File: config.mk
export PLATFORM = sky130hd
export DESIGN_NAME = rmq_front
export DESIGN_NICKNAME = d
export VERILOG_FILES = /design/src/rtl/core/rotation_matrix_to_quaternion_macros.svh /design/src/rtl/core/rmq_pkg.sv /design/src/rtl/core/rmq_front.sv
export SDC_FILE = /design/constraint.sdc
export NUM_CORES = 1
export LEC_CHECK = 0
export BUFFER_PORTS_ARGS = -buffer_cell sky130_fd_sc_hd__buf_2
export CAP_MARGIN = 0
export CORE_UTILIZATION = 54
export DETAILED_ROUTE_END_ITERATION = 8
export PLACE_DENSITY_LB_ADDON = 0.15
export SLEW_MARGIN = 10
export SYNTH_ARGS = -nofsm -noshare
export SYNTH_HDL_FRONTEND = slang
export SYNTH_SLANG_ARGS = --single-unit
File: constraint.sdc
create_clock -name clk -period 14.8 [get_ports clk]
set_clock_uncertainty 0.1 [all_clocks]
set_input_delay 2.22 -clock clk [delete_from_list [all_inputs] [get_ports clk]]
set_output_delay 2.22 -clock clk [all_outputs]
set_load 0.02 [all_outputs]
File: src/rtl/core/rotation_matrix_to_quaternion_macros.svh
// Assertion helpers for the asserting file of the block
`ifndef ROTATION_MATRIX_TO_QUATERNION_MACROS_SVH
`define ROTATION_MATRIX_TO_QUATERNION_MACROS_SVH

// Same-cycle implication, sampled on clk, off during reset
`define RMQ_ASSERT_IMPLY(label, ante, cons, msg) \
  label: assert property (@(posedge clk) disable iff (rst) (ante) |-> (cons)) \
    else $error(msg);

// Next-cycle implication, sampled on clk, off during reset
`define RMQ_ASSERT_NEXT(label, ante, cons, msg) \
  label: assert property (@(posedge clk) disable iff (rst) (ante) |=> (cons)) \
    else $error(msg);

`endif

File: src/rtl/core/rmq_pkg.sv
package rmq_pkg;

  // Output slot that receives the half root
  typedef enum logic [1:0] {
    SLOT_X = 2'd0,
    SLOT_Y = 2'd1,
    SLOT_Z = 2'd2,
    SLOT_W = 2'd3
  } slot_t;

  // Classification carried from front to back
  typedef struct packed {
    logic  degen;
    slot_t root;
  } ctrl_t;

  localparam int FIFO_DEPTH = 4;

endpackage

File: src/rtl/core/rmq_front.sv
module rmq_front #(
  parameter int W = 32
) (
  input  logic                 clk,
  input  logic                 rst,
  input  logic                 in_valid,
  output logic                 in_ready,
  input  logic [9*W-1:0]       in_data,
  output logic                 out_valid,
  input  logic                 out_ready,
  output logic [W:0]           s_val,
  output logic [2:0][W:0]      d_val,
  output rmq_pkg::ctrl_t       ctrl
);
  import rmq_pkg::*;

  localparam int EW = W + 2;
  localparam int F  = W - 2;
  localparam logic signed [EW-1:0] ONE_E = EW'(1) << F;

  logic signed [W-1:0]  m [9];
  logic signed [EW-1:0] e [9];
  logic signed [W:0]    f [9];
  logic signed [EW-1:0] trace;
  logic signed [EW-1:0] s_sel;
  logic                 tr_pos;
  logic                 sel1;
  logic                 sel2;
  logic signed [W-1:0]  diag_i;
  slot_t                pivot;
  slot_t                root_c;
  logic signed [W:0]    d_c [3];
  logic                 degen_c;
  logic                 take;

  // Unpack and sign-extend the elements
  always_comb begin
    for (int i = 0; i < 9; i++) begin
      m[i] = in_data[i*W +: W];
      e[i] = {{2{m[i][W-1]}}, m[i]};
      f[i] = {m[i][W-1], m[i]};
    end
  end

  // Trace test and pivot pick, ties to the lower axis
  always_comb begin
    trace  = e[0] + e[4] + e[8];
    tr_pos = !trace[EW-1] && (trace != '0);
    sel1   = m[4] > m[0];
    diag_i = sel1 ? m[4] : m[0];
    sel2   = m[8] > diag_i;
    if (sel2) begin
      pivot = SLOT_Z;
    end else if (sel1) begin
      pivot = SLOT_Y;
    end else begin
      pivot = SLOT_X;
    end
  end

  // Route radicand and the three divided terms in ascending slot order
  always_comb begin
    root_c = SLOT_W;
    s_sel  = trace + ONE_E;
    d_c[0] = f[7] - f[5];
    d_c[1] = f[2] - f[6];
    d_c[2] = f[3] - f[1];
    if (!tr_pos) begin
      root_c = pivot;
      unique case (pivot)
        SLOT_X: begin
          s_sel  = e[0] - e[4] - e[8] + ONE_E;
          d_c[0] = f[3] + f[1];
          d_c[1] = f[6] + f[2];
          d_c[2] = f[7] - f[5];
        end
        SLOT_Y: begin
          s_sel  = e[4] - e[8] - e[0] + ONE_E;
          d_c[0] = f[1] + f[3];
          d_c[1] = f[7] + f[5];
          d_c[2] = f[2] - f[6];
        end
        SLOT_Z: begin
          s_sel  = e[8] - e[0] - e[4] + ONE_E;
          d_c[0] = f[2] + f[6];
          d_c[1] = f[5] + f[7];
          d_c[2] = f[3] - f[1];
        end
        default: begin
          s_sel  = e[8] - e[0] - e[4] + ONE_E;
          d_c[0] = f[2] + f[6];
          d_c[1] = f[5] + f[7];
          d_c[2] = f[3] - f[1];
        end
      endcase
    end
    degen_c = !tr_pos && (s_sel[EW-1] || (s_sel == '0));
  end

  assign in_ready = !out_valid || out_ready;
  assign take     = in_valid && in_ready;

  // Hold the classified beat until the queue takes it
  always_ff @(posedge clk) begin
    if (rst) begin
      out_valid <= 1'b0;
    end else if (take) begin
      out_valid <= 1'b1;
    end else if (out_ready) begin
      out_valid <= 1'b0;
    end
  end

  always_ff @(posedge clk) begin
    if (take) begin
      s_val      <= s_sel[W:0];
      d_val[0]   <= d_c[0];
      d_val[1]   <= d_c[1];
      d_val[2]   <= d_c[2];
      ctrl.degen <= degen_c;
      ctrl.root  <= root_c;
    end
  end

endmodule

==> out/results.txt <==
The cell sitting at the root of the clock tree is a sky130_fd_sc_hd__clkbuf_16. The headroom to the max-slew limit was 0.1973. The cell area after placement is 31480 um2, and the number of antenna violations at the first check in global routing is 13. The worst-case IR drop observed on VDD is 0.00008920 V.

The HPWL after detailed placement is 77.82 mm. The critical path is of the input port to flip-flop type. After synthesis, the cell types taking the most area are sky130_fd_sc_hd__ha_1 (22%), sky130_fd_sc_hd__edfxtp_1 (14%), sky130_fd_sc_hd__fa_1 (9.6%). Hold repair after CTS inserted 0 buffers. In this run the post-CTS setup repair buffer count came out at 0. The number of buffers on the longest clock path is 2, and the total track usage is 0.3423. Across the run, the number of max-cap violations was 0. For this run, the top clock speed supported by timing is 0.08878 GHz.

Final hold analysis gives a worst-case slack of 0.4334 ns. The clock-pin slew on the worst setup and hold paths came out at 0.06 ns. Placer's final routability congestion estimate: 1.007. The run gives 84 as the row count.

Relative to the synthesized area, the layout overhead comes to 11.09%. The area of the multi-input gates is 23050 um2, and the die area is 54390 um2. The run finished with clean final reports. The number of warning messages in the yosys log is 0, and the number of levels the H-tree was split into is 4. The mean instance size in the synthesized netlist came out at 8.092 um2.

Dividing the detail-routed via count by the number of cells gives 5.968. The final route contains 27409 vias. After detailed routing, the average wire length per cell comes to 20.58 um. The post-route clock period utilization was 0.7611.

The worst path arrival time was 11.46 ns. The internal power is 1.699 mW, and the worst-margin pin slew is 1.193 ns. The tools report the sort of element at the end of the critical path as a flip-flop. The tools report the post-synth design cell area as 28870 um2. Setup repair after global routing left no endpoint under its margin. Total power for the finished layout comes to 3.437 mW. The number of global-route vias before repair is 25634, and the share of async-settable or async-resettable flops after synthesis is 0.

From bottom edge to top edge, the die measures 233.2 um. The proportion of synthesized chip area in sequential cells came out at 0.1411. After detailed placement, the design holds a cell count of 4557. The analysis attributes to cell leakage a power of 15.09 nW. Area of all placed cells without fillers: 32070 um2. The total area inside the core boundary comes to 52660 um2.

The total negative setup slack is 0 ns. The top cell type by total area after synthesis is sky130_fd_sc_hd__ha_1. Synthesis handed over a netlist of 3568 instances. The number of synthesized register bits was 136; the horizontal die dimension was 233.2 um.

The power density over cell area was 107.2 nW/um2; the number of optimization iterations in the first detailed-route pass was 7. After the last flow step, the layout net total stands at 4827. The fraction of layout cells with a size suffix above 1 was 0.1359; the initial cell density of the core was 0.5483. Port buffering added 428 buffers. At the worst endpoint, the required time is 15.00 ns.

The worst setup slack after placement came out at 3.381 ns. The logs give 17 for the number of buffers inserted during clock tree synthesis and 0 for the final hold violation count. For this run, the leading register cell type out of synthesis is sky130_fd_sc_hd__edfxtp_1.

Summed over all nets, the switching power comes to 1.739 mW. The max-slew violation total from the final report came out at 0. The most repeated cell in the gate-level netlist after synthesis was sky130_fd_sc_hd__ha_1. The share of the core filled with cells was 0.6091; the filler-free cell count of the finished design was 4593.

The relative contribution of the clock network to total power was 0.129. The residual DRC count came out at 0. The tools report the launching element type of the critical path as an input port. The tightest min-delay check is of the flip-flop to flip-flop type. The logs give 0.691 for the combinational share of power and 0.180 for the part of the power in registers. Setup violations remaining at the end of the flow were counted as 0. The synthesized netlist net count is 4507, and the worst path setup slack after routing is 3.536 ns. By count the netlist is led by sky130_fd_sc_hd__ha_1 (509), sky130_fd_sc_hd__a21oi_1 (353), sky130_fd_sc_hd__nor2_1 (351), sky130_fd_sc_hd__inv_1 (328), sky130_fd_sc_hd__nand2_1 (232). Clock latency on the worst-skew pair, taken at its later pin, is 0.45 ns. The first global-routing pass estimated 142.8 mm of wire. Registers take 4074 um2. The total overflow left after global routing is 0. The run gives 429 as the number of I/O pins. The number of fill cells came out at 4930. In this run, distinct cell masters in the synthesized netlist total 89.

TritonCTS built the clock tree. Along the worst path, the maximum fanout reaches 69. The routed design has 94.52 mm of wire. The detailed router finished its first iteration with 2412 violations.

The post-layout minimum cycle time is 11.26 ns, and the post-cts repair resize count is 0. Largest net degree at the start of global routing: 75. The switching portion of total power is 0.5058, and the number of enable flip-flop cells after synthesis is 135. Counting every sink on the clock net gives 136. The share of Yosys cell area claimed by the top area cell type is 0.2206, and the final antenna-violating net count is 0.
## cell type report
type / count / share of cell area
Antenna cell: 4 / 0.0003121
Clock buffer: 18 / 0.01338
Clock inverter: 14 / 0.004720
Inverter: 330 / 0.03862
Multi-Input combinational cell: 2960 / 0.7188
Sequential cell: 136 / 0.1270
Tap cell: 688 / 0.02684
Timing Repair Buffer: 443 / 0.07030
## cell usage in the layout, fill, tap and decap left out, drive strengths merged, types with 10 or more instances in the layout
master,netlist,final
clkbuf,114,18
o21a,40,40
or2,15,15
a31oi,47,47
nor3,72,72
edfxtp,135,135
and3,15,15
o211ai,30,30
o31a,14,14
nand2b,45,45
mux2i,27,27
or3,33,33
inv,329,331
a21oi,354,354
a211oi,52,52
nor4,23,23
xor2,61,61
a221oi,10,10
and2,14,14
o22ai,22,22
nand3,55,55
nand4,36,36
ha,509,509
fa,138,138
o21bai,45,45
nor2,353,353
buf,28,443
o21ai,192,192
o31ai,35,35
o2111ai,10,10
a211o,13,13
nor2b,37,37
o41ai,11,11
nand2,232,232
a2111oi,10,10
xnor2,197,197
a21o,79,79
## cells by family (layout without fill, tap and decap cells)
group,count (synthesis),after routing,share of synthesized area
AO/OA/AOI/OAI,1053,1053,0.2331
XOR/XNOR,258,258,0.07827
buffers and inverters,472,805,0.06197
other,0,4,0
flip-flops,136,136,0.1411
AND/OR/NAND/NOR,967,967,0.1568
adder cells (fa/ha/maj),647,647,0.3163
multiplexers,35,35,0.01248
## power groups by stage
stage | Sequential [mW] | Clock [mW] | Combinational [mW]
floorplan | 0.716 | 0 | 1.52
global placement | 0.623 | 0 | 2.30
detailed placement | 0.621 | 0 | 2.31
CTS | 0.616 | 0.446 | 2.33
global route | 0.621 | 0.462 | 2.59
finish | 0.618 | 0.443 | 2.38
## flip-flops by register name, indices dropped and copies added, names as in the netlist
signal and flops:
ctrl 3, out_valid 1, s_val 33, d_val 99
## critical path, stage by stage
cell and delay (ns):
sky130_fd_sc_hd__buf_2 0.15, sky130_fd_sc_hd__inv_1 0.13, sky130_fd_sc_hd__ha_1 0.32, sky130_fd_sc_hd__nor4_1 0.81, sky130_fd_sc_hd__nand4_1 0.28, sky130_fd_sc_hd__nor4bb_1 0.99, sky130_fd_sc_hd__a31oi_1 0.34, sky130_fd_sc_hd__a21boi_1 0.34
sky130_fd_sc_hd__nor2_4 0.17, sky130_fd_sc_hd__buf_4 0.65, sky130_fd_sc_hd__a21oi_1 0.18, sky130_fd_sc_hd__ha_1 0.33, sky130_fd_sc_hd__nand4_1 0.20, sky130_fd_sc_hd__nor4_1 1.05, sky130_fd_sc_hd__and2_1 0.43, sky130_fd_sc_hd__a22o_1 0.26
sky130_fd_sc_hd__a31o_4 0.42, sky130_fd_sc_hd__buf_4 0.71, sky130_fd_sc_hd__nand2_1 0.39, sky130_fd_sc_hd__o22ai_1 0.22, sky130_fd_sc_hd__a21oi_1 0.08, sky130_fd_sc_hd__nor4_1 0.44, sky130_fd_sc_hd__nand4_1 0.13, sky130_fd_sc_hd__o21ai_0 0.16
## routing by layer
| metal | GRT usage | wire length [um] | vias up |
|---|---|---|---|
| li1 | - | - | 13270 |
| met1 | 0.4639 | 41430 | 12887 |
| met2 | 0.5496 | 42510 | 1082 |
| met3 | 0.06177 | 7664 | 156 |
| met4 | 0.1066 | 2821 | 14 |
| met5 | 0 | 92 | - |
## path summary, 6_finish.rpt
kind	start	end	slack, ns	depth (start not counted)
setup / recovery	in_data[12]	ctrl[2]	3.54	24
hold / removal	out_valid	out_valid	0.43	2
setup reg to reg	out_valid	s_val[11]	12.13	3
hold reg to reg	out_valid	out_valid	0.43	2
No activity file was read; power rests on OpenSTA's default activity.
