<file path="config.mk">
export PLATFORM = sky130hd
export DESIGN_NAME = rmq_fifo
export DESIGN_NICKNAME = d
export VERILOG_FILES = /design/src/rtl/core/rotation_matrix_to_quaternion_macros.svh /design/src/rtl/core/rmq_pkg.sv /design/src/rtl/core/rmq_fifo.sv
export SDC_FILE = /design/constraint.sdc
export NUM_CORES = 1
export LEC_CHECK = 0
export ABC_AREA = 1
export BUFFER_PORTS_ARGS = -buffer_cell sky130_fd_sc_hd__buf_4
export CAP_MARGIN = 20
export CORE_MARGIN = 2
export CORE_UTILIZATION = 55
export DETAILED_ROUTE_END_ITERATION = 6
export HOLD_SLACK_MARGIN = 0.15
export PLACE_DENSITY_LB_ADDON = 0.1
export SLEW_MARGIN = 0
export SYNTH_ARGS = -nofsm -noshare
export SYNTH_HDL_FRONTEND = slang
export SYNTH_SLANG_ARGS = --single-unit
</file>
<file path="constraint.sdc">
create_clock -name clk -period 1.39 [get_ports clk]
set_input_delay 0.278 -clock clk [delete_from_list [all_inputs] [get_ports clk]]
set_output_delay 0.278 -clock clk [all_outputs]
set_load 0.01 [all_outputs]
</file>
<file path="src/rtl/core/rotation_matrix_to_quaternion_macros.svh">
// Assertion helpers for the asserting file of the block
`ifndef ROTATION_MATRIX_TO_QUATERNION_MACROS_SVH
`define ROTATION_MATRIX_TO_QUATERNION_MACROS_SVH

// Same-cycle implication, sampled on clk, off during reset
`define RMQ_ASSERT_IMPLY(label, ante, cons, msg) \
  label: assert property (@(posedge clk) disable iff (rst) (ante) |-> (cons)) \
    else $error(msg);

// Next-cycle implication, sampled on clk, off during reset
`define RMQ_ASSERT_NEXT(label, ante, cons, msg) \
  label: assert property (@(posedge clk) disable iff (rst) (ante) |=> (cons)) \
    else $error(msg);

`endif

</file>
<file path="src/rtl/core/rmq_pkg.sv">
package rmq_pkg;

  // Output slot that receives the half root
  typedef enum logic [1:0] {
    SLOT_X = 2'd0,
    SLOT_Y = 2'd1,
    SLOT_Z = 2'd2,
    SLOT_W = 2'd3
  } slot_t;

  // Classification carried from front to back
  typedef struct packed {
    logic  degen;
    slot_t root;
  } ctrl_t;

  localparam int FIFO_DEPTH = 4;

endpackage

</file>
<file path="src/rtl/core/rmq_fifo.sv">
module rmq_fifo #(
  parameter int FW = 8
) (
  input  logic          clk,
  input  logic          rst,
  input  logic          push,
  input  logic [FW-1:0] din,
  output logic          full,
  input  logic          pop,
  output logic [FW-1:0] dout,
  output logic          empty
);
  import rmq_pkg::*;

  localparam int PTR_W = $clog2(FIFO_DEPTH);
  localparam int CNT_W = $clog2(FIFO_DEPTH + 1);

  logic [FW-1:0]    slots [FIFO_DEPTH];
  logic [PTR_W-1:0] wr_ptr;
  logic [PTR_W-1:0] rd_ptr;
  logic [CNT_W-1:0] count;

  assign full  = count == CNT_W'(FIFO_DEPTH);
  assign empty = count == '0;
  assign dout  = slots[rd_ptr];

  // Advance pointers and occupancy
  always_ff @(posedge clk) begin
    if (rst) begin
      wr_ptr <= '0;
      rd_ptr <= '0;
      count  <= '0;
    end else begin
      if (push) begin
        wr_ptr <= wr_ptr + 1'b1;
      end
      if (pop) begin
        rd_ptr <= rd_ptr + 1'b1;
      end
      if (push && !pop) begin
        count <= count + 1'b1;
      end else if (pop && !push) begin
        count <= count - 1'b1;
      end
    end
  end

  // Store the beat
  always_ff @(posedge clk) begin
    if (push) begin
      slots[wr_ptr] <= din;
    end
  end

endmodule

</file>
==> results.rst, run 1 <==
.. list-table::
   :header-rows: 1

   * - Metric
     - Value
   * - DPL Wire Length
     - 1.85 mm
   * - Tcrit/Tclk final
     - 1.13
   * - Slew of the pin with the lowest slew margin
     - 365 ps
   * - Hold Slack
     - 338 ps
   * - Antenna-violating nets left
     - 0
   * - Post-layout net count
     - slightly below 200
   * - Total power after layout
     - roughly 2.6 mW
   * - Post-Layout Cell Count
     - 210
   * - Proportion of layout cells with a drive suffix above 1
     - 0.330
   * - Xor and xnor fraction of the mapped netlist area
     - 0.00534
   * - Number of standard-cell rows in the floorplan
     - 19
   * - DIE HEIGHT
     - 58.6 µm
   * - Highest cell delay on the worst timing path
     - 430 ps
   * - Worst endpoint required time
     - approximately 1100 ps
   * - Highest ir drop seen on vdd
     - around 0.79 mV
   * - Root Buffer
     - clkbuf_4
   * - Full die area
     - 0.00344 mm²
   * - Avg Vias per Cell
     - slightly above 5
   * - Vias in the first global route
     - 1017
   * - Outcome
     - complete, but fails checks
   * - Flip-flop and latch count after synthesis
     - between 40 and 50
   * - Summed instance area of the synthesized netlist
     - around 0.0016 mm²
   * - Layout area overhead
     - 30.6%
   * - Worst-case clock buffer depth
     - 2
   * - Leakage component of the power
     - 0.880 nW
   * - Final weighted congestion in routability-driven placement
     - a little under 0.7
   * - Setup repair after global routing missed its margin
     - true
   * - Pin count of the biggest net entering global routing
     - 17
   * - Length of the first detailed-routing pass in iterations
     - 6
   * - Mean routed wirelength per cell
     - 13.8 µm
   * - Multiplexer share of the synthesized area
     - 0
   * - Layout filler cell count
     - 200
   * - Slowest stage cell on the critical path
     - dfxtp_4
   * - Number of CTS-inserted buffers
     - 5
   * - Total number of vias
     - 1074
   * - Cell depth of the worst min-delay path
     - 5
   * - Syn Inst Count
     - roughly 130
   * - Mean post-synth cell area
     - 12.3 µm²
   * - Cells along the critical path
     - clkbuf_16 > o21ai_1 > o22ai_1 > buf_4
   * - Buffering stage count on the worst path with inverters included
     - 2
   * - Setup violation total in the final timing report
     - 8
   * - Worst setup slack after placement
     - -85.0 ps
   * - Number of slew-limit violations in the final report
     - 0
   * - Global-route wire length before repair
     - between 4 and 5 mm
   * - Arithmetic-cell share of the synthesized area counting full adders, half adders and majority gates
     - 0.0503
   * - Failing checks
     - design-rule violations, negative setup slack
   * - Number of hold-slack violations in the final timing report
     - 0
   * - Crit-path max FO
     - 6
   * - Worst min-delay path category
     - input port to flip-flop
   * - Number of DRC violations after detailed routing
     - 1
   * - Iter 0 DRT Violations
     - 42
   * - Arrival time of data at the critical path endpoint
     - 1300 ps
   * - Largest delay share family, worst path
     - flip-flops
   * - CTS H-tree depth
     - 2
   * - Part of the Yosys area used for sequential elements
     - 0.695
   * - Skew-Pair Late Insertion Delay
     - roughly 340 ps
   * - Final Skew
     - roughly 7.1 ps
   * - Final wirelength
     - 2.89 mm
   * - Time the worst path needs with I/O delays and setup
     - about 1600 ps
   * - Placeable Area
     - between 0.002 and 0.003 mm²
   * - Number of distinct library cells after synthesis
     - 19
   * - Number of antenna repair diodes
     - 0
   * - Sum of overflow across all layers after global routing
     - 0
   * - Highest attainable clock frequency
     - 634 MHz
   * - Overall Global Routing Usage
     - 0.176
   * - Syn_nets
     - 152
   * - Starting density of the core
     - 0.585
   * - Number of I/O port buffers
     - 21
   * - Clock transition at the register clock pins on the worst setup and hold paths after CTS
     - 120 ps
   * - TritonCTS Sinks
     - 41
   * - Initial antenna violation count
     - 0
   * - Critical Setup Path Class
     - flip-flop to output pin
   * - Max Cap Violations
     - 0
   * - Depth of the worst register-to-register path
     - 4
   * - Main combinational cell family by area after synthesis
     - compound AO/OA/AOI/OAI gates
   * - Area fraction in compound gates after synthesis
     - 0.108
   * - CTS tree
     - built
   * - I/O pin count
     - 22
   * - Number of instances in the placed design
     - 190
   * - Final cell area excluding filler cells
     - 0.00214 mm²
   * - YS warnings
     - 0
   * - Total cell area at the placement stage
     - 0.00186 mm²
   * - Number of cells on the critical path
     - 4
   * - Sort of element at the start of the critical path
     - flip-flop
   * - Relative slew slack
     - 0.756
   * - Horizontal die dimension
     - slightly below 60 µm
   * - Ratio of total power to cell area
     - 1190 mW/mm²
   * - Nature of the critical path endpoint
     - output pin
   * - Simple-gate area share of the yosys netlist
     - 0.0884
   * - Setup slack after layout
     - -187 ps
[layout make-up]
cell class / instances / area, µm² / share of cell area
Clock inverter: 1 / 6.26 / 0.00292
Multi-Input combinational cell: 74 / 454 / 0.212
Inverter: 17 / 71.3 / 0.0333
Tap cell: 31 / 38.8 / 0.0181
Clock buffer: 7 / 76.3 / 0.0356
Sequential cell: 41 / 1150 / 0.538
Timing Repair Buffer: 39 / 344 / 0.161
[power breakdown]
part           internal (mW)  total (mW)  switching (mW)
Sequential              1.39        1.44          0.0464
Combinational          0.197       0.396           0.199
Clock                  0.357       0.725           0.367
[per-layer routing]
layer | GRT usage | share of wire
met5 | 0 | 0
met1 | 0.187 | 0.39
met4 | 0.0714 | 0.0055
met3 | 0.0593 | 0.048
met2 | 0.318 | 0.55
[cell families (layout without fill, tap and decap cells)]
kind of cell    count (synthesis)  count (layout)
flops                          41              41
simple gates                   35              35
compound gates                 32              32
buf+inv                        19              64
fa+ha+maj                       6               6
xor+xnor                        1               1
[per-stage QoR]
step / setup TNS [ps] / util
floorplan: 0 / -
global placement: -42.1 / 0.663
detailed placement: -125 / 0.663
CTS: -1390 / 0.731
global route: -1830 / 0.764
finish: -1260 / 0.764
[cells in the final DEF, fill, tap and decap left out, drive strengths merged, types with 2 or more instances in the layout]
cell and n:
dlygate4sd3 9, o22ai 8, ha 5, nor2 22, edfxtp 32, nor3 2, nand2 9, buf 29
a21oi 3, o21ai 21, clkbuf 8, inv 18, dfxtp 9
[Yosys cell counts, drive strengths merged]
cell,count,area [µm²]
fa,1,20.0
nor3,2,10.0
xor2,1,8.76
dfxtp,9,180
nor2,22,90.1
a21oi,3,15.0
edfxtp,32,961
nand2,9,33.8
ha,5,62.6
inv,17,63.8
nand4,1,6.26
nand3,1,5.00
o22ai,8,50.1
o21ai,21,113
buf,2,22.5
[flip-flops by register name, summed over array words and instances, names as in the netlist, named ones only]
name    flops
count       3
slots      32
rd_ptr      2
wr_ptr      2
[worst paths after layout]
kind | start | endpoint | slack (ps)
setup reg to reg | wr_ptr[1] | slots[1][2] | 150
setup / recovery | flip-flop | dout[0] | -190
hold reg to reg | rd_ptr[1] | flip-flop | 450
hold / removal | pop | rd_ptr[0] | 340
[timing repair]
item	in CTS	in global routing
hold buffers	9	0
pin swaps	0	9
gates resized for setup	11	21
buffers inserted	0	2
setup endpoints to repair	8	10
gates cloned	0	1
endpoints found under the hold margin	33	0
[worst reg2reg max path, stage by stage, from the launching register on]
cell and delay, ps:
dfxtp_1 350, inv_1 100, ha_1 150, nand2_1 50, inv_1 270
No activity file was read; power rests on OpenSTA's default activity.
==> inputs of run 2 (changes only) <==
--- a/config.mk
+++ b/config.mk
@@ -5,10 +5,10 @@
 export SDC_FILE = /design/constraint.sdc
 export NUM_CORES = 1
 export LEC_CHECK = 0
-export ABC_AREA = 1
+export ABC_AREA = 0
 export BUFFER_PORTS_ARGS = -buffer_cell sky130_fd_sc_hd__buf_4
 export CAP_MARGIN = 20
-export CORE_MARGIN = 2
+export CORE_MARGIN = 10
 export CORE_UTILIZATION = 55
 export DETAILED_ROUTE_END_ITERATION = 6
 export HOLD_SLACK_MARGIN = 0.15
==> run 2 against run 1 <==
Against the previous run:
- the run ends with negative setup slack left
- clock skew is 8.8 ps higher
- via count decreased by 20%
- sequential share of layout area decreased by 0.70 points
- sequential cell count is the same
- register-to-register slack worse by 210 ps
==> results.rst, run 2 <==
.. list-table::
   :header-rows: 1

   * - Metric
     - Value
   * - Outcome
     - complete, but fails checks
   * - Failing checks
     - negative setup slack
   * - Sort of element at the start of the critical path
     - flip-flop
   * - Cells along the critical path
     - buf_12 > mux4_2 > buf_6
   * - Proportion of layout cells with a drive suffix above 1
     - 0.447
   * - Max reg flops
     - 32
   * - Hold-critical path endpoint
     - wr_ptr[1]
   * - Root Buffer
     - clkbuf_4
   * - Antenna-violating nets left
     - 0
   * - Mean routed wirelength per cell
     - 17.3 µm
   * - Library cell occupying the most area in the post-synthesis netlist
     - edfxtp_1
   * - Highest attainable clock frequency
     - ~560 MHz
   * - Worst endpoint required time
     - ~1100 ps
   * - Buffering stage count on the worst path with inverters included
     - 2
   * - Slew of the pin with the lowest slew margin
     - 247 ps
   * - Fraction of synthesis flops using an asynchronous set or reset pin
     - 0
   * - Highest ir drop seen on vdd
     - approximately 1.1 mV
   * - Post-layout net count
     - 149
   * - Starting density of the core
     - 0.575
   * - Met2 track demand over resource in global routing
     - 0.190
   * - Final Skew
     - 15.9 ps
   * - Most common cell after layout, fill and taps aside
     - edfxtp_1
   * - Layout area overhead
     - 36.4%
   * - Layout filler cell count
     - 158
   * - Number of CTS-inserted buffers
     - 5
   * - Skew-Pair Late Insertion Delay
     - roughly 360 ps
   * - Full die area
     - 0.00543 mm²
   * - Crit-path max FO
     - 8
   * - Hold Slack
     - 336 ps
   * - CTS H-tree depth
     - 2
   * - Length of the first detailed-routing pass in iterations
     - 4
   * - Number of antenna repair diodes
     - 0
   * - Pin count of the biggest net entering global routing
     - 15
   * - Number of DRC violations after detailed routing
     - 0
   * - Most utilized layer in the global route result
     - met2
   * - Largest delay share family, worst path
     - multiplexers
   * - Highest cell delay on the worst timing path
     - 510 ps
   * - Setup repair after global routing missed its margin
     - true
   * - DPL Wire Length
     - 1.89 mm
   * - Ratio of total power to cell area
     - ~1200 mW/mm²
   * - Mean post-synth cell area
     - 18.4 µm²
   * - Max Cap Violations
     - 0
   * - Syn_nets
     - 104
   * - Global routing usage on met3
     - 0.0525
   * - Number of hold-slack violations in the final timing report
     - 0
   * - Tcrit/Tclk final
     - 1.29
   * - Clock transition at the register clock pins on the worst setup and hold paths after CTS
     - roughly 130 ps
   * - Top flip-flop cell by instance count after synthesis
     - edfxtp_1
   * - Arrival time of data at the critical path endpoint
     - 1510 ps
   * - Total number of vias
     - between 800 and 900
   * - CTS tree
     - built
   * - Top reg by flops
     - slots
   * - Register-to-register setup slack
     - -60 ps
   * - Sum of overflow across all layers after global routing
     - 0
   * - Regs by FF count
     - slots (32), count (3)
   * - Syn Inst Count
     - 86
   * - Number of I/O port buffers
     - 21
   * - Horizontal die dimension
     - 73.7 µm
   * - Time the worst path needs with I/O delays and setup
     - 1790 ps
   * - Leakage component of the power
     - 0.810 nW
   * - Critical Setup Path Class
     - flip-flop to output pin
   * - Slowest stage cell on the critical path
     - mux4_2
   * - Synth top area share
     - 0.606
   * - DIE HEIGHT
     - about 74 µm
   * - Relative slew slack
     - 0.834
   * - Endpoint of the worst-slack reg-to-reg timing path
     - count[2]
   * - Synth cell count leaders
     - edfxtp_1 (32), dfxtp_1 (9), mux4_2 (8), nor2_1 (7), ha_1 (5)
   * - Depth of the worst register-to-register path
     - 4
   * - Dominant cell by count in the synthesized netlist
     - edfxtp_1
   * - TritonCTS Sinks
     - 41
   * - Iter 0 DRT Violations
     - 52
   * - Part of the Yosys area used for sequential elements
     - 0.719
   * - Worst-case clock buffer depth
     - 2
   * - I/O pin count
     - 22
   * - Avg Vias per Cell
     - 5.26
   * - Cell depth of the worst min-delay path
     - 4
   * - YS warnings
     - 0
   * - Core occupancy in the finished layout
     - 0.785
   * - Nature of the critical path endpoint
     - output pin
   * - Placeable Area
     - 0.00276 mm²
   * - GR met1 Demand/Resource
     - 0.116
   * - Initial antenna violation count
     - 0
   * - Start point of the worst min-delay path
     - push
   * - Final wirelength
     - between 2 and 3 mm
   * - Setup violation total in the final timing report
     - 10
   * - Number of flops mapped to enable cells by yosys
     - 32
   * - Number of standard-cell rows in the floorplan
     - 19
   * - Most area-consuming cells after synthesis
     - edfxtp_1 (61%), dfxtp_1 (11%), mux4_2 (11%), ha_1 (3.9%), nor2_1 (1.7%)
   * - Worst min-delay path category
     - input port to flip-flop
   * - Flip-flop and latch count after synthesis
     - a little over 40
   * - Number of distinct library cells after synthesis
     - 20
   * - Summed instance area of the synthesized netlist
     - 0.00159 mm²
   * - Number of cells on the critical path
     - 3
   * - Vias in the first global route
     - 909
   * - Overall Global Routing Usage
     - 0.113
   * - Final weighted congestion in routability-driven placement
     - 0.601
   * - Most frequent cells in the layout
     - edfxtp_1 (32), buf_4 (18), dlygate4sd3_1 (9), buf_6 (9), mux4_2 (8)
   * - Setup slack after layout
     - -403 ps
   * - Global-route wire length before repair
     - 4.44 mm
   * - R2R Path Start
     - count[1]
   * - Number of slew-limit violations in the final report
     - 0
## run 2: changes by cell type in the layout (fill, tap and decap cells not counted), sizes merged, moves of 3 or more
cell,before,now
and2,0,4
buf,29,32
nand2,9,1
o21ai,21,1
nor2,22,7
o22ai,8,0
mux4,0,8
inv,18,5
## run 2: cells by family (layout without fill, tap and decap cells)
kind of cell / after synthesis / count (layout) / share of synthesized area
AO/OA/AOI/OAI: 2 / 2 / 0.00630
XOR/XNOR: 5 / 5 / 0.0276
adder cells (fa/ha/maj): 6 / 6 / 0.0521
buffers and inverters: 7 / 53 / 0.0221
flip-flops: 41 / 41 / 0.719
multiplexers: 10 / 10 / 0.126
AND/OR/NAND/NOR: 15 / 15 / 0.0465
## run 2: layer usage
layer	wire length, µm	share of wire
met1	1120	0.40
met2	1490	0.53
met3	164	0.058
met4	49	0.017
met5	0	0
## run 2: power breakdown
part           internal (mW)  switching, mW  total (mW)
combinational          0.300          0.203       0.504
sequential              1.40         0.0482        1.45
clock                  0.311          0.397       0.708
## run 2: worst reg2reg max path, cell delays in order, from the launching register on
cell and delay, ps:
dfxtp_4 400, fa_2 340, xor2_1 150, or3_1 380, a21oi_2 120
## run 2: cell type report
class / count / area [µm²] / area share
timing repair buffer: 41 / 427 / 0.197
sequential: 41 / 1150 / 0.531
clock buffer: 6 / 62.6 / 0.0289
multi-input combinational: 38 / 445 / 0.206
clock inverter: 2 / 15.0 / 0.00694
tap: 31 / 38.8 / 0.0179
inverter: 4 / 27.5 / 0.0127
## run 2: worst max-delay path by stage
stage	from	endpoint	slack, ps
after floorplan	pop	count[2]	-70
after global placement	pop	count[2]	-230
after detailed placement	pop	count[2]	-300
after CTS	flip-flop	dout[5]	-430
after global routing	flip-flop	dout[7]	-480
final	flip-flop	dout[5]	-400
## run 2: repair_timing
item / in CTS / in global routing
hold buffers: 9 / 0
endpoints found under the setup margin: 11 / 11
buffers inserted: 1 / 0
resized for setup: 15 / 3
pin swaps: 5 / 3
endpoints found under the hold margin: 41 / 0
## run 2: metrics by stage
stage | power (mW) | TNS [ps] | setup WS (ps) | area [µm²] | std cells
2_1_floorplan | 1.68 | -66.6 | -66.6 | 1610 | 86
3_3_place_gp | 1.88 | -415 | -231 | 1930 | 145
3_5_place_dp | 1.90 | -585 | -299 | 1930 | 145
4_1_cts | 2.67 | -3410 | -430 | 2150 | 163
5_1_grt | 2.79 | -4000 | -478 | 2160 | 163
6_report | 2.66 | -3250 | -403 | 2160 | 163
==> inputs of run 3 (changes only) <==
--- a/config.mk
+++ b/config.mk
@@ -6,13 +6,14 @@
 export NUM_CORES = 1
 export LEC_CHECK = 0
 export ABC_AREA = 0
-export BUFFER_PORTS_ARGS = -buffer_cell sky130_fd_sc_hd__buf_4
 export CAP_MARGIN = 20
 export CORE_MARGIN = 10
-export CORE_UTILIZATION = 55
+export CORE_UTILIZATION = 60
 export DETAILED_ROUTE_END_ITERATION = 6
+export DONT_BUFFER_PORTS = 1
 export HOLD_SLACK_MARGIN = 0.15
 export PLACE_DENSITY_LB_ADDON = 0.1
+export RECOVER_POWER = 25
 export SLEW_MARGIN = 0
 export SYNTH_ARGS = -nofsm -noshare
 export SYNTH_HDL_FRONTEND = slang
==> run 3 against run 2 <==
Against the previous run:
- the flow still finishes with violations (negative setup slack)
- core utilization up 2.5 points
- power is 1.3% higher
- cell area shrank 6.4%
- worst setup slack better by 120 ps
- fmax grew 6.9%
- hold slack got worse by 170 ps
- sequential power about the same
- critical endpoint is now dout[3]
==> results.rst, run 3 (same netlist as run 2, synthesis figures left out) <==
.. list-table::
   :header-rows: 1

   * - Metric
     - Value
   * - Internal power of the cells
     - 2.11 mW
   * - Outcome
     - complete, but fails checks
   * - Most frequent cells in the layout
     - edfxtp_1 (32), dlygate4sd3_1 (11), mux4_2 (8), nor2_1 (7)
   * - Final wirelength
     - 2.57 mm
   * - Number of DRC violations after detailed routing
     - 0
   * - Iter 0 DRT Violations
     - 42
   * - Global-route wire length before repair
     - 4.17 mm
   * - Number of CTS-inserted buffers
     - 5
   * - DIE HEIGHT
     - just over 70 µm
   * - Setup violation total in the final timing report
     - 8
   * - Starting density of the core
     - 0.635
   * - Worst endpoint required time
     - between 1000 and 1500 ps
   * - Skew-Pair Late Insertion Delay
     - 350 ps
   * - Top reg by flops
     - slots
   * - Comb power frac
     - 0.150
   * - Max reg flops
     - 32
   * - Time the worst path needs with I/O delays and setup
     - ~1700 ps
   * - Sum of overflow across all layers after global routing
     - 0
   * - Proportion of power drawn by the clock network
     - 0.315
   * - Ratio of total power to cell area
     - ~1300 mW/mm²
   * - Highest ir drop seen on vdd
     - between 1 and 1.5 mV
   * - Highest attainable clock frequency
     - 596 MHz
   * - Nature of the critical path endpoint
     - output pin
   * - I/O pin count
     - 22
   * - Failing checks
     - negative setup slack
   * - Tcrit/Tclk final
     - 1.21
   * - Max Cap Violations
     - 0
   * - Sort of element at the start of the critical path
     - flip-flop
   * - Full die area
     - between 0.005 and 0.006 mm²
   * - Regs by FF count
     - slots (32), count (3)
   * - Number of hold-slack violations in the final timing report
     - 0
   * - TritonCTS Sinks
     - 41
   * - Critical Setup Path Class
     - flip-flop to output pin
   * - Area taken by flip-flops and latches
     - approximately 0.0011 mm²
   * - Most common cell after layout, fill and taps aside
     - edfxtp_1
   * - Hold Slack
     - 171 ps
   * - Crit-path max FO
     - 8
   * - Switching share of power
     - 0.218
   * - Number of I/O port buffers
     - 0
   * - Avg Vias per Cell
     - 5.51
   * - Slew of the pin with the lowest slew margin
     - 273 ps
   * - Placeable Area
     - 0.00250 mm²
   * - Final weighted congestion in routability-driven placement
     - 0.627
   * - Worst-case clock buffer depth
     - 2
   * - Number of slew-limit violations in the final report
     - 0
   * - Setup slack after layout
     - -287 ps
   * - Post-layout net count
     - 129
   * - Total power after layout
     - 2.70 mW
   * - Layout filler cell count
     - 119
   * - Initial antenna violation count
     - 0
   * - Overall Global Routing Usage
     - 0.110
   * - Number of antenna repair diodes
     - 0
   * - CTS tree
     - built
   * - Final Skew
     - 10.3 ps
   * - Layout area overhead
     - 27.7%
   * - Antenna-violating nets left
     - 0
   * - Proportion of layout cells with a drive suffix above 1
     - 0.313
   * - Arrival time of data at the critical path endpoint
     - 1400 ps
   * - Leakage component of the power
     - 0.715 nW
   * - Length of the first detailed-routing pass in iterations
     - 4
   * - Setup repair after global routing missed its margin
     - true
   * - CTS H-tree depth
     - 2
   * - Relative slew slack
     - 0.817
   * - Worst min-delay path category
     - input port to flip-flop
   * - Sequential Power Share
     - 0.535
   * - Mean routed wirelength per cell
     - approximately 18 µm
   * - Net load switching power
     - approximately 0.59 mW
   * - Total area of multi-input combinational cells
     - 448 µm²
   * - Number of standard-cell rows in the floorplan
     - 18
   * - Root Buffer
     - clkbuf_4
   * - DPL Wire Length
     - 1.74 mm
   * - Total number of vias
     - between 700 and 800
   * - Clock transition at the register clock pins on the worst setup and hold paths after CTS
     - 120 ps
   * - Pin count of the biggest net entering global routing
     - 14
   * - Horizontal die dimension
     - between 70 and 80 µm
   * - Vias in the first global route
     - 826
[run 3: layer usage]
metal | GRT usage | wire, µm | vias up
met5 | 0 | 0 | -
met4 | 0.0710 | 63 | 0
met3 | 0.0482 | 147 | 4
met2 | 0.192 | 1410 | 17
met1 | 0.103 | 946 | 393
li1 | - | - | 369
[run 3: layout make-up]
class,instances,area share
flip-flops and latches,41,0.566
multi-input cells,38,0.221
repair buffers,21,0.132
clock buffers,6,0.0309
well taps,30,0.0185
clock inverters,2,0.0173
inverters,4,0.0136
[run 3: per-stage QoR]
stage	setup WS [ps]	util	setup TNS (ps)	cells	instance area (µm²)
6_report	-287	0.810	-2230	142	2030
5_1_grt	-358	0.810	-2860	142	2030
4_1_cts	-309	0.801	-2410	140	2000
3_5_place_dp	-109	0.707	-109	121	1770
3_3_place_gp	-70.2	0.707	-70.2	121	1770
2_1_floorplan	-66.6	-	-66.6	86	1610
[run 3: critical path, cell delays in order, from the launching register on]
cell,delay (ps)
dfxtp_2,360
buf_12,140
mux4_2,550
[run 3: power groups by stage]
stage	Clock [mW]	Sequential [mW]	Combinational, mW
global placement	0	1.46	0.312
floorplan	0	1.46	0.222
global route	0.937	1.45	0.444
CTS	0.880	1.45	0.379
finish	0.851	1.44	0.404
detailed placement	0	1.47	0.321
[run 3: final timing paths]
check | startpoint | end | slack (ps) | cells after the start
setup / recovery | flip-flop | dout[3] | -290 | 2
hold / removal | pop | rd_ptr[1] | 170 | 3
setup reg to reg | count[0] | count[2] | 10 | 4
hold reg to reg | rd_ptr[0] | rd_ptr[0] | 540 | 2
[run 3: timing repair]
item,CTS,global route
gates resized for setup,8,2
hold endpoints to repair,41,0
hold buffers,11,0
pin swaps,1,2
endpoints found under the setup margin,11,11
buffers inserted,0,2
gates cloned,0,0
